[src/efds_pkg.sv]
// Shared constants, register codes and types of the earliest-finish device select block.
package efds_pkg;

    // Run length before the device counter wraps
    localparam int MAX_DEVICES = 256;
    localparam int CNT_W       = $clog2(MAX_DEVICES);
    localparam int IDX_W       = 8;

    // Field widths
    localparam int CC_W       = 16;
    localparam int WORD_W     = 32;
    localparam int BW_W       = 16;
    localparam int QUEUED_W   = 48;
    localparam int FINISH_W   = 64;
    localparam int PROD_W     = WORD_W + CC_W;
    localparam int FRAC_W     = 8;
    localparam int DIVIDEND_W = PROD_W + FRAC_W;
    localparam int DIV_CNT_W  = $clog2(DIVIDEND_W);

    // Stream word widths
    localparam int S_TDATA_W = BW_W + QUEUED_W;
    localparam int S_TUSER_W = 2;
    localparam int M_DATA_BITS = FINISH_W + 2 * IDX_W + 1;
    localparam int M_TDATA_W = ((M_DATA_BITS + 7) / 8) * 8;
    localparam int M_PAD_W   = M_TDATA_W - M_DATA_BITS;

    // Register port
    localparam int APB_ADDR_W = 4;
    localparam int APB_DATA_W = 32;

    typedef enum logic [1:0] {
        REG_NUM_CHUNKS  = 2'd0,
        REG_CHUNK_BYTES = 2'd1,
        REG_COMPUTE_NS  = 2'd2,
        REG_MERGE_NS    = 2'd3
    } reg_idx_t;

    typedef struct packed {
        logic [CC_W-1:0]   num_chunks;
        logic [WORD_W-1:0] chunk_bytes;
        logic [WORD_W-1:0] compute_ns_per_chunk;
        logic [WORD_W-1:0] merge_ns_per_chunk;
    } cfg_t;

    typedef struct packed {
        logic                  start;
        logic [DIVIDEND_W-1:0] dividend;
        logic [BW_W-1:0]       divisor;
    } div_req_t;

endpackage

[src/efds_cfg_regs.sv]
// APB register file holding the task description.
module efds_cfg_regs (
    input  logic                               aclk,
    input  logic                               aresetn,
    input  logic                               psel,
    input  logic                               penable,
    input  logic                               pwrite,
    input  logic [efds_pkg::APB_ADDR_W-1:0]    paddr,
    input  logic [efds_pkg::APB_DATA_W-1:0]    pwdata,
    output logic [efds_pkg::APB_DATA_W-1:0]    prdata,
    output logic                               pready,
    output efds_pkg::cfg_t                     cfg
);
    import efds_pkg::*;

    cfg_t     cfg_reg;
    reg_idx_t idx;
    logic     wr_en;

    assign pready = 1'b1;
    assign idx    = reg_idx_t'(paddr[3:2]);
    assign wr_en  = psel && penable && pwrite && pready;
    assign cfg    = cfg_reg;

    // Register writes, upper data bits dropped
    always_ff @(posedge aclk) begin
        if (!aresetn) begin
            cfg_reg <= '0;
        end else if (wr_en) begin
            case (idx)
                REG_NUM_CHUNKS:  cfg_reg.num_chunks           <= pwdata[CC_W-1:0];
                REG_CHUNK_BYTES: cfg_reg.chunk_bytes          <= pwdata[WORD_W-1:0];
                REG_COMPUTE_NS:  cfg_reg.compute_ns_per_chunk <= pwdata[WORD_W-1:0];
                REG_MERGE_NS:    cfg_reg.merge_ns_per_chunk   <= pwdata[WORD_W-1:0];
                default: ;
            endcase
        end
    end

    // Read back
    always_comb begin
        case (idx)
            REG_NUM_CHUNKS:  prdata = APB_DATA_W'(cfg_reg.num_chunks);
            REG_CHUNK_BYTES: prdata = APB_DATA_W'(cfg_reg.chunk_bytes);
            REG_COMPUTE_NS:  prdata = APB_DATA_W'(cfg_reg.compute_ns_per_chunk);
            REG_MERGE_NS:    prdata = APB_DATA_W'(cfg_reg.merge_ns_per_chunk);
            default:         prdata = '0;
        endcase
    end

endmodule

[src/efds_divider.sv]
// Radix-2 restoring divider, one quotient bit per cycle.
module efds_divider (
    input  logic                                aclk,
    input  logic                                aresetn,
    input  efds_pkg::div_req_t                  req,
    output logic                                busy,
    output logic [efds_pkg::DIVIDEND_W-1:0]     quotient
);
    import efds_pkg::*;

    logic [DIVIDEND_W-1:0] quo_reg;
    logic [BW_W-1:0]       rem_reg;
    logic [BW_W-1:0]       dvs_reg;
    logic [DIV_CNT_W-1:0]  cnt_reg;
    logic                  busy_reg;

    logic [BW_W:0] trial;
    logic [BW_W:0] diff;
    logic          ge;

    // Shift next dividend bit into the partial remainder and try a subtract
    assign trial = {rem_reg, quo_reg[DIVIDEND_W-1]};
    assign diff  = trial - {1'b0, dvs_reg};
    assign ge    = trial >= {1'b0, dvs_reg};

    assign busy     = busy_reg;
    assign quotient = quo_reg;

    // Step counter
    always_ff @(posedge aclk) begin
        if (!aresetn) begin
            busy_reg <= 1'b0;
            cnt_reg  <= '0;
        end else if (req.start) begin
            busy_reg <= 1'b1;
            cnt_reg  <= DIV_CNT_W'(DIVIDEND_W - 1);
        end else if (busy_reg) begin
            if (cnt_reg == '0) begin
                busy_reg <= 1'b0;
            end else begin
                cnt_reg <= cnt_reg - 1'b1;
            end
        end
    end

    // Datapath: quotient bits enter at the bottom as dividend bits leave the top
    always_ff @(posedge aclk) begin
        if (req.start) begin
            quo_reg <= req.dividend;
            rem_reg <= '0;
            dvs_reg <= req.divisor;
        end else if (busy_reg) begin
            quo_reg <= {quo_reg[DIVIDEND_W-2:0], ge};
            rem_reg <= ge ? diff[BW_W-1:0] : trial[BW_W-1:0];
        end
    end

endmodule

[src/earliest_finish_device_select_unit.sv]
// Top level: sequencer, shared multiplier and adder, running minimum, output register.
//
//  Port group   Dir  Contents
//  s_*          in   one device word: queue load, bandwidth, flags, tlast ends the run
//  m_*          out  one result word per device: finish estimate, indices, found flag
//  p*           in   APB register port, four task registers at byte address 4*i
//
// An item passes from acceptance to its result in the output register through the sequencer
// states; the 56-step bit-serial transfer divide is the long step. A CPU device or one
// with zero bandwidth skips the divide.
// s_tready is high only while the sequencer is idle; a waiting result does not
// block acceptance, but a finished item holds until the output register is free.
// Reset clears the registers, the run state and the output valid.
module earliest_finish_device_select_unit (
    input  logic                                aclk,
    input  logic                                aresetn,
    // Device words
    input  logic                                s_tvalid,
    output logic                                s_tready,
    // [15:0] bandwidth_q8, [63:16] queued_ns
    input  logic [efds_pkg::S_TDATA_W-1:0]      s_tdata,
    // [0] available, [1] is_cpu
    input  logic [efds_pkg::S_TUSER_W-1:0]      s_tuser,
    input  logic                                s_tlast,
    // Result words
    output logic                                m_tvalid,
    input  logic                                m_tready,
    // [63:0] finish_ns, [71:64] device_index, [79:72] best_index, [80] best_found
    output logic [efds_pkg::M_TDATA_W-1:0]      m_tdata,
    output logic                                m_tlast,
    // Register port
    input  logic                                psel,
    input  logic                                penable,
    input  logic                                pwrite,
    input  logic [efds_pkg::APB_ADDR_W-1:0]     paddr,
    input  logic [efds_pkg::APB_DATA_W-1:0]     pwdata,
    output logic [efds_pkg::APB_DATA_W-1:0]     prdata,
    output logic                                pready
);
    import efds_pkg::*;

    typedef enum logic [2:0] {
        ST_IDLE,
        ST_MUL_BYTES,
        ST_DIV_START,
        ST_ADD_COMP,
        ST_ADD_MERGE,
        ST_DIV_WAIT,
        ST_OUT
    } state_t;

    state_t state_reg;

    cfg_t     cfg;
    div_req_t div_req;
    logic     div_busy;
    logic [DIVIDEND_W-1:0] div_quo;

    // Latched device word
    logic                avail_reg;
    logic                xfer_en_reg;
    logic                last_reg;
    logic [BW_W-1:0]     bw_reg;
    logic [QUEUED_W-1:0] queued_reg;

    // Arithmetic
    logic [WORD_W-1:0]   mul_a;
    logic [PROD_W-1:0]   prod_reg;
    logic [FINISH_W-1:0] sum_reg;
    logic [FINISH_W-1:0] addend;
    logic [FINISH_W-1:0] sum_add;

    // Run state
    logic [FINISH_W-1:0] best_time_reg;
    logic [CNT_W-1:0]    best_pos_reg;
    logic                any_found_reg;
    logic [CNT_W-1:0]    cnt_reg;

    // Output register
    logic                 m_valid_reg;
    logic                 m_last_reg;
    logic [M_TDATA_W-1:0] m_data_reg;

    logic [FINISH_W-1:0] finish;
    logic                better;
    logic [CNT_W-1:0]    pos_new;
    logic                found_new;
    logic                out_free;

    efds_cfg_regs u_cfg (
        .aclk    (aclk),
        .aresetn (aresetn),
        .psel    (psel),
        .penable (penable),
        .pwrite  (pwrite),
        .paddr   (paddr),
        .pwdata  (pwdata),
        .prdata  (prdata),
        .pready  (pready),
        .cfg     (cfg)
    );

    efds_divider u_div (
        .aclk     (aclk),
        .aresetn  (aresetn),
        .req      (div_req),
        .busy     (div_busy),
        .quotient (div_quo)
    );

    assign s_tready = (state_reg == ST_IDLE);
    assign m_tvalid = m_valid_reg;
    assign m_tdata  = m_data_reg;
    assign m_tlast  = m_last_reg;
    assign out_free = !m_valid_reg || m_tready;

    // Divide request: total bytes * 256 / bandwidth
    assign div_req.start    = (state_reg == ST_DIV_START) && xfer_en_reg;
    assign div_req.dividend = {prod_reg, {FRAC_W{1'b0}}};
    assign div_req.divisor  = bw_reg;

    // Shared multiplier: bytes, then compute, then merge time, all times the chunk count
    always_comb begin
        case (state_reg)
            ST_MUL_BYTES: mul_a = cfg.chunk_bytes;
            ST_DIV_START: mul_a = cfg.compute_ns_per_chunk;
            default:      mul_a = cfg.merge_ns_per_chunk;
        endcase
    end

    always_ff @(posedge aclk) begin
        prod_reg <= mul_a * cfg.num_chunks;
    end

    // Shared adder; the terms stay below 2^57, so the sum never saturates
    always_comb begin
        if (state_reg == ST_DIV_WAIT) begin
            addend = xfer_en_reg ? FINISH_W'(div_quo) : '0;
        end else begin
            addend = FINISH_W'(prod_reg);
        end
    end
    assign sum_add = sum_reg + addend;

    // Running minimum, strict less so the earliest device wins a tie
    assign finish    = avail_reg ? sum_reg : '1;
    assign better    = avail_reg && (finish < best_time_reg);
    assign pos_new   = better ? cnt_reg : best_pos_reg;
    assign found_new = any_found_reg || better;

    // Sequencer, run state and output register
    always_ff @(posedge aclk) begin
        if (!aresetn) begin
            state_reg     <= ST_IDLE;
            m_valid_reg   <= 1'b0;
            best_time_reg <= '1;
            best_pos_reg  <= '0;
            any_found_reg <= 1'b0;
            cnt_reg       <= '0;
        end else begin
            // Result taken; in ST_OUT the load below decides the valid
            if (m_valid_reg && m_tready && (state_reg != ST_OUT)) begin
                m_valid_reg <= 1'b0;
            end
            case (state_reg)
                ST_IDLE: begin
                    if (s_tvalid) begin
                        avail_reg   <= s_tuser[0];
                        xfer_en_reg <= !s_tuser[1] && (s_tdata[BW_W-1:0] != '0);
                        bw_reg      <= s_tdata[BW_W-1:0];
                        queued_reg  <= s_tdata[S_TDATA_W-1:BW_W];
                        last_reg    <= s_tlast;
                        state_reg   <= ST_MUL_BYTES;
                    end
                end
                ST_MUL_BYTES: begin
                    sum_reg   <= FINISH_W'(queued_reg);
                    state_reg <= ST_DIV_START;
                end
                ST_DIV_START: begin
                    state_reg <= ST_ADD_COMP;
                end
                ST_ADD_COMP: begin
                    sum_reg   <= sum_add;
                    state_reg <= ST_ADD_MERGE;
                end
                ST_ADD_MERGE: begin
                    sum_reg   <= sum_add;
                    state_reg <= ST_DIV_WAIT;
                end
                ST_DIV_WAIT: begin
                    if (!div_busy) begin
                        sum_reg   <= sum_add;
                        state_reg <= ST_OUT;
                    end
                end
                ST_OUT: begin
                    if (out_free) begin
                        m_valid_reg <= 1'b1;
                        m_last_reg  <= last_reg;
                        m_data_reg  <= {{M_PAD_W{1'b0}},
                                        last_reg && found_new,
                                        last_reg ? IDX_W'(pos_new) : {IDX_W{1'b0}},
                                        IDX_W'(cnt_reg),
                                        finish};
                        if (last_reg) begin
                            best_time_reg <= '1;
                            best_pos_reg  <= '0;
                            any_found_reg <= 1'b0;
                            cnt_reg       <= '0;
                        end else begin
                            if (better) begin
                                best_time_reg <= finish;
                            end
                            best_pos_reg  <= pos_new;
                            any_found_reg <= found_new;
                            cnt_reg <= (cnt_reg == CNT_W'(MAX_DEVICES - 1)) ? '0
                                                                            : cnt_reg + 1'b1;
                        end
                        state_reg <= ST_IDLE;
                    end
                end
                default: state_reg <= ST_IDLE;
            endcase
        end
    end

endmodule

[config.mk]
export PLATFORM = sky130hd
export DESIGN_NAME = earliest_finish_device_select_unit
export DESIGN_NICKNAME = d
export VERILOG_FILES = /design/src/efds_pkg.sv /design/src/efds_cfg_regs.sv /design/src/efds_divider.sv /design/src/earliest_finish_device_select_unit.sv
export SDC_FILE = /design/constraint.sdc
export NUM_CORES = 2
export LEC_CHECK = 0
export BUFFER_PORTS_ARGS = -buffer_cell sky130_fd_sc_hd__clkbuf_2
export CAP_MARGIN = 20
export CORE_AREA = 10 10 326 328
export DETAILED_ROUTE_END_ITERATION = 10
export DIE_AREA = 0 0 336 338
export PLACE_DENSITY = 0.59
export SETUP_SLACK_MARGIN = 0.5
export SYNTH_ARGS = -nofsm -noshare
export SYNTH_HDL_FRONTEND = slang
export SYNTH_HIERARCHICAL = 1
export SYNTH_SLANG_ARGS = --single-unit
export TNS_END_PERCENT = 5
[constraint.sdc]
create_clock -name aclk -period 7.7 [get_ports aclk]
set_clock_uncertainty 0.05 [all_clocks]
set_input_delay 0.385 -clock aclk [delete_from_list [all_inputs] [get_ports aclk]]
set_output_delay 0.385 -clock aclk [all_outputs]
set_load 0.02 [all_outputs]
* Yosys cells after proc, flatten, opt, wreduce, memory -nomap -nowiden
Cells that the tools add are included.
** Word-level totals
- Output and inout bits :: 124
- Logic and storage cells :: 114
- Register bits :: 553
** Cells by class
- Order comparisons :: 2
- Bitwise operators :: 2
- Muxes and demuxes :: 30
- Equal/unequal tests :: 15
- Add/subtract/negate cells :: 4
- Reduce and logical (&&, ||, !) cells :: 33
- Multipliers :: 1
** Operators by type and width (count)
- $mux 64 :: 4
- $mux 56 :: 4
- $pmux 64 s3 :: 1
- $pmux 32 s4 :: 1
- $add 64x64->64 :: 1
- $lt 64x64->1 :: 1
- $pmux 32 s2 :: 1
- $mul 32x16->48 :: 1
- $mux 8 :: 4
- $pmux 3 s7 :: 1
- $mux 6 :: 3
- $ge 17x16->1 :: 1
- $mux 16 :: 1
- $reduce_bool 16->1 :: 1
- $sub 16x16->16 :: 1
- $reduce_and 3->1 :: 5
- $reduce_and 2->1 :: 7
- $eq 3x3->1 const B :: 3
- $mux 3 :: 3
- $add 8x1->8 const B :: 1
- $eq 8x8->1 const B :: 1
- $logic_and 1x1->1 :: 8
- $ne 2x2->1 const B :: 4
- $mux 1 :: 7
- 15 further kinds :: 22

* Depth between registers and ports, before layout
- Depth in word-level cells :: 5
- Mapped depth :: 31

* Cells and area by module
Netlist, hierarchy kept.
** Modules (own cells, without submodules)
- earliest_finish_device_select_unit :: area an instance 33881.2 sq um, seq. area each 9058.7 sq um, instances 1, cells each 3636
- efds_cfg_regs :: area an instance 4911.0 sq um, seq. area each 2242.2 sq um, instances 1, cells each 463
- efds_divider :: area an instance 4679.5 sq um, seq. area each 2622.5 sq um, instances 1, cells each 372

* Worst setup path after synthesis
No wires, ideal clock.
- Path kind :: flip-flop to flip-flop
- Start :: register state_reg[2]
- End :: register prod_reg[46]
- Setup slack :: 103 ps
- Cell stages (with the launch flop) :: 30
- Arrival :: 7429 ps
- Library setup time :: 119 ps
- Path buffers :: 4
- Cell sequence :: dfxtp_1 clkbuf_1 nor2_1 nor2_1 clkbuf_1 buf_1 nand2_1 nand2_1 clkbuf_1 nand2_1 fa_1 inv_1 fa_1 fa_1 fa_1 fa_1 inv_1 fa_1 inv_1 ha_1 and4_1 a21boi_1 a21oi_1 nor2b_1 a31o_2 o2111ai_1 a211oi_1 a221o_1 a221o_1 xor2_1
** Between the ends
- Longest elaborated chain between the ends :: 3
- Elaborated cells between the ends (all ways) :: 4
- Classes of those cells :: mul (1); eq/ne (2); mux (1)
** RTL lines
- from (decl) :: line earliest_finish_device_select_unit.sv:52 : state_t state_reg;
- from (signal assigned) :: line earliest_finish_device_select_unit.sv:154 : state_reg <= ST_IDLE;
- from (signal assigned) :: line earliest_finish_device_select_unit.sv:173 : state_reg <= ST_MUL_BYTES;
- from (signal assigned) :: line earliest_finish_device_select_unit.sv:178 : state_reg <= ST_DIV_START;
- $eq 3x2->1 / $eq 3x1->1 (equally long branches) :: line earliest_finish_device_select_unit.sv:124 : case (state_reg)
- $pmux 32 s2 * :: line earliest_finish_device_select_unit.sv:124
- $mul 32x16->48 * :: line earliest_finish_device_select_unit.sv:132 : prod_reg <= mul_a * cfg.num_chunks;
- to (signal assigned) :: line earliest_finish_device_select_unit.sv:132
- to (decl) :: line earliest_finish_device_select_unit.sv:68 : logic [PROD_W-1:0] prod_reg;
Every way passes the cells marked *; elsewhere a longest branch is shown, timed or not.
A chain may end at the register's enable or synchronous reset.

* Final worst setup path
- Start :: register state_reg[1]
- End :: register prod_reg[46]
Same word-level chain as after synthesis.

==> results by group <==
Setup path
  – Worst Path Buf+Inv: 8
  – Kind of cell adding the most delay to the critical path: adder cells
  – CP max stage delay: 0.57 ns
  – CP Data Arrival Time: 7.68 ns
  – Max FO, Critical Path: 11
  – Slowest-stage cell, CP: fa_1
  – Worst path required time: 8.17 ns
  – Worst Setup End Kind: flip-flop
  – Startpoint Class: flip-flop
  – Worst r2r dst: prod_reg[46]$_DFF_P_
  – R2R cell count: 31
  – R2R setup slack: 0.49 ns
  – Setup CP Type: flip-flop to flip-flop
  – Reg2Reg Launch Point: state_reg[1]$_SDFFE_PN0P_

Synth
  – #FFs+latches synth: 553
  – Cells after Synth: 4471
  – Sequential fraction of the synthesis area: 0.3203
  – Post-synth EDFFs: 285
  – FFs w/ async S/R, synth: 0
  – Mapped cell area: 0.04347 mm^2
  – Top post-synthesis cells by area: edfxtp_1, fa_1, dfxtp_1, ha_1, nand2_1
  – Yosys top cell by area: edfxtp_1
  – Yosys warns: 6
  – Area share of the largest cell type after synthesis: 0.1969
  – Ys flop type: edfxtp_1
  – Syn Area/Cell: 9.723 um^2
  – Cell variety after synth: 90

Global routing
  – GRT Util Overall: 0.1972
  – Vias in the first global route: 33.04k
  – First-pass GRT wire length: 181100 um
  – Grt ovf: 0
  – Antenna violations before repair: 1
  – Largest net degree at the start of global routing: 82

Status
  – Status: complete, no violations

Placement
  – IO buf count: 223
  – Dpl cells: 5943
  – Gpl congestion: 0.9023
  – Dpl hpwl: 85710 um
  – Pre-CTS setup slack: 0.007196 ns

Detailed routing
  – DR WL/cell: 18.34 um
  – Routed Antenna Nets: 0
  – Met2 wire len: 51560 um
  – Wire length on met3: 5387 um
  – Met1 WL: 53980 um
  – DRT Wirelength: 113400 um
  – Via count: 32.09k
  – DR vias/cell: 5.191
  – DRC Markers: 0
  – Top sig layer: met4
  – Pre-antenna DRT Iters: 5
  – Initial DRC Count: 2020

Die
  – Rows: 116
  – Die ar.: 0.1136 mm^2
  – Core ar.: 0.09957 mm^2
  – DIE WIDTH: 336 um
  – Top-Level Pins: 234
  – Starting Density: 0.4366
  – DIE HEIGHT: 338 um

Clock network
  – Worst-Skew Late Latency: 0.69 ns
  – H-tree Lvls: 2
  – Total CTS buffers: 61
  – CTS max path bufs: 3
  – Clk sinks: 553
  – Root Driver: clkbuf_16
  – CTS clk-pin slew, worst paths: 0.06 ns
  – Clock tree from TritonCTS: built

Power and ir drop
  – Peak supply drop: 0.1729 mV
  – Power Density: 137.2 mW/mm^2
  – Pleak: 22.92 nW

Min path
  – Hold/Removal Path Class: input pin to flip-flop
  – Hold Crit Depth: 3
  – Endpoint, Worst Hold: u_cfg/cfg[96]$_SDFFE_PN0P_
  – Hold_sp: pwdata[0]

Finish
  – Area growth from synthesis to layout: 16.77%
  – Non-Filler Instances: 6181
  – Layout Nets: 5620
  – Ant. Diodes: 0
  – Max reg flops: 112
  – Fill count: 9209
  – Share of layout cells above drive strength 1: 0.1587

Timing
  – Worst Tran Pin Value: 0.9967 ns
  – Slew headroom: 0.3355
  – Final period util: 0.9365
  – Worst hold slack: 0.03284 ns
  – Setup TNS Final: 0 ns
  – Post-layout minimum cycle time: 7.211 ns
  – Maximum clock rate: 138.7 MHz
  – Final hold violation count: 0
  – RSZ-0062 raised after global routing: yes
  – Final Slew Violations: 0
  – Final worst slack: 0.4891 ns
  – Final setup viols: 0

Run
  – Max-Cap Viols: 0
## what timing repair did
action | in CTS | in global routing
gates resized for setup | 107 | 98
hold buffers | 92 | 0
endpoints found under the hold margin | 142 | 0
endpoints found under the setup margin | 21 | 20
buffers inserted | 16 | 14
gates cloned | 2 | 0
pin swaps | 64 | 82
## logic make-up after synthesis
kind of cell    Yosys count  share of synthesized area
compound gates          657                     0.1038
xor+xnor                109                    0.02196
fa+ha+maj               678                     0.2677
buf+inv                 820                    0.07532
flops                   553                     0.3203
mux                     219                    0.05730
other cells               2                  0.0001728
simple gates           1433                     0.1535
## synthesized netlist by cell type, types with 10 or more instances
master,n
mux4_2,14
edfxtp_1,285
xor2_1,36
nand2_1,747
nor2b_1,24
ha_1,258
and3_1,27
dfxtp_1,268
buf_2,10
o22ai_1,12
fa_1,420
o21a_1,26
o211ai_1,12
and2_1,227
o22a_1,65
nand3_1,89
nor3_1,21
a22oi_1,32
o21bai_1,27
inv_1,597
mux2i_1,130
nor2_1,139
or3_1,10
nand4_1,29
buf_1,14
o21ai_1,16
a22o_1,17
buf_6,10
a21oi_1,175
a211oi_1,22
a21o_1,76
a31oi_1,15
nand2b_1,77
mux2_2,72
clkbuf_1,170
xnor2_1,73
o21ai_0,74
buf_4,16
## routing by layer
metal	up-vias	track usage
li1	15477	-
met1	15697	0.2798
met2	772	0.3195
met3	140	0.02364
met4	0	0.04643
met5	-	0
## per-stage QoR
stage	power [mW]	instance area [um^2]	util
floorplan	3.696	43560	-
global placement	3.892	46570	0.4677
detailed placement	3.896	46580	0.4678
CTS	7.032	50300	0.5052
global route	7.225	50760	0.5098
finish	6.967	50760	0.5098
## worst max-delay path by stage
stage	from	endpoint	slack, ns	cells after the start
3_5_place_dp	state_reg[1]$_SDFFE_PN0P_	prod_reg[46]$_DFF_P_	0.007	29
2_1_floorplan	state_reg[0]$_SDFFE_PN0P_	prod_reg[46]$_DFF_P_	0.51	28
4_1_cts	state_reg[1]$_SDFFE_PN0P_	prod_reg[45]$_DFF_P_	0.50	29
3_3_place_gp	state_reg[1]$_SDFFE_PN0P_	prod_reg[46]$_DFF_P_	0.06	29
5_1_grt	state_reg[1]$_SDFFE_PN0P_	prod_reg[46]$_DFF_P_	0.31	31
6_report	state_reg[1]$_SDFFE_PN0P_	prod_reg[46]$_DFF_P_	0.49	31
## final cells by class
type,instances,area [um^2],area share
Multi-Input combinational cell,3112,27030,0.5326
Timing Repair Buffer,507,3802,0.07491
Inverter,597,2241,0.04415
Sequential cell,553,13930,0.2744
Clock buffer,84,1733,0.03414
Tap cell,1298,1624,0.03199
Clock inverter,30,397.9,0.007839
## layout by cell type, fill, tap and decap left out, types with 18 or more instances in the layout
cell / count
nand2_1: 711
inv_1: 578
fa_1: 402
edfxtp_1: 285
dfxtp_1: 265
ha_1: 245
clkbuf_2: 222
and2_1: 221
a21oi_1: 167
buf_4: 150
nor2_1: 134
mux2i_1: 130
dlygate4sd3_1: 92
nand3_1: 89
nand2b_1: 76
a21o_1: 76
xnor2_1: 73
mux2_2: 72
o21ai_0: 68
o22a_1: 65
clkbuf_16: 61
xor2_1: 36
nand4_1: 29
a22oi_1: 28
o21bai_1: 27
o21a_1: 26
and3_1: 25
nor2b_1: 24
buf_6: 23
nor3_1: 21
nand2_2: 20
inv_2: 19
fa_2: 18
## worst register-to-register path: cells and delay by family, from the launching register on
kind | cells | cell delay [ns]
AOI/OAI and AO/OA | 8 | 1.66
xor gates and xnor gates | 1 | 0.14
adders and majority gates | 7 | 3.35
buffers and inverters | 8 | 0.85
DFF | 1 | 0.34
and+or+nand+nor | 7 | 0.72
## report_power, final
part | internal [mW] | total [mW] | switching (mW)
clock | 1.79 | 3.05 | 1.27
sequential | 3.18 | 3.24 | 0.0609
combinational | 0.279 | 0.671 | 0.392
total | 5.25 | 6.97 | 1.72
No activity file was read; power rests on OpenSTA's default activity.
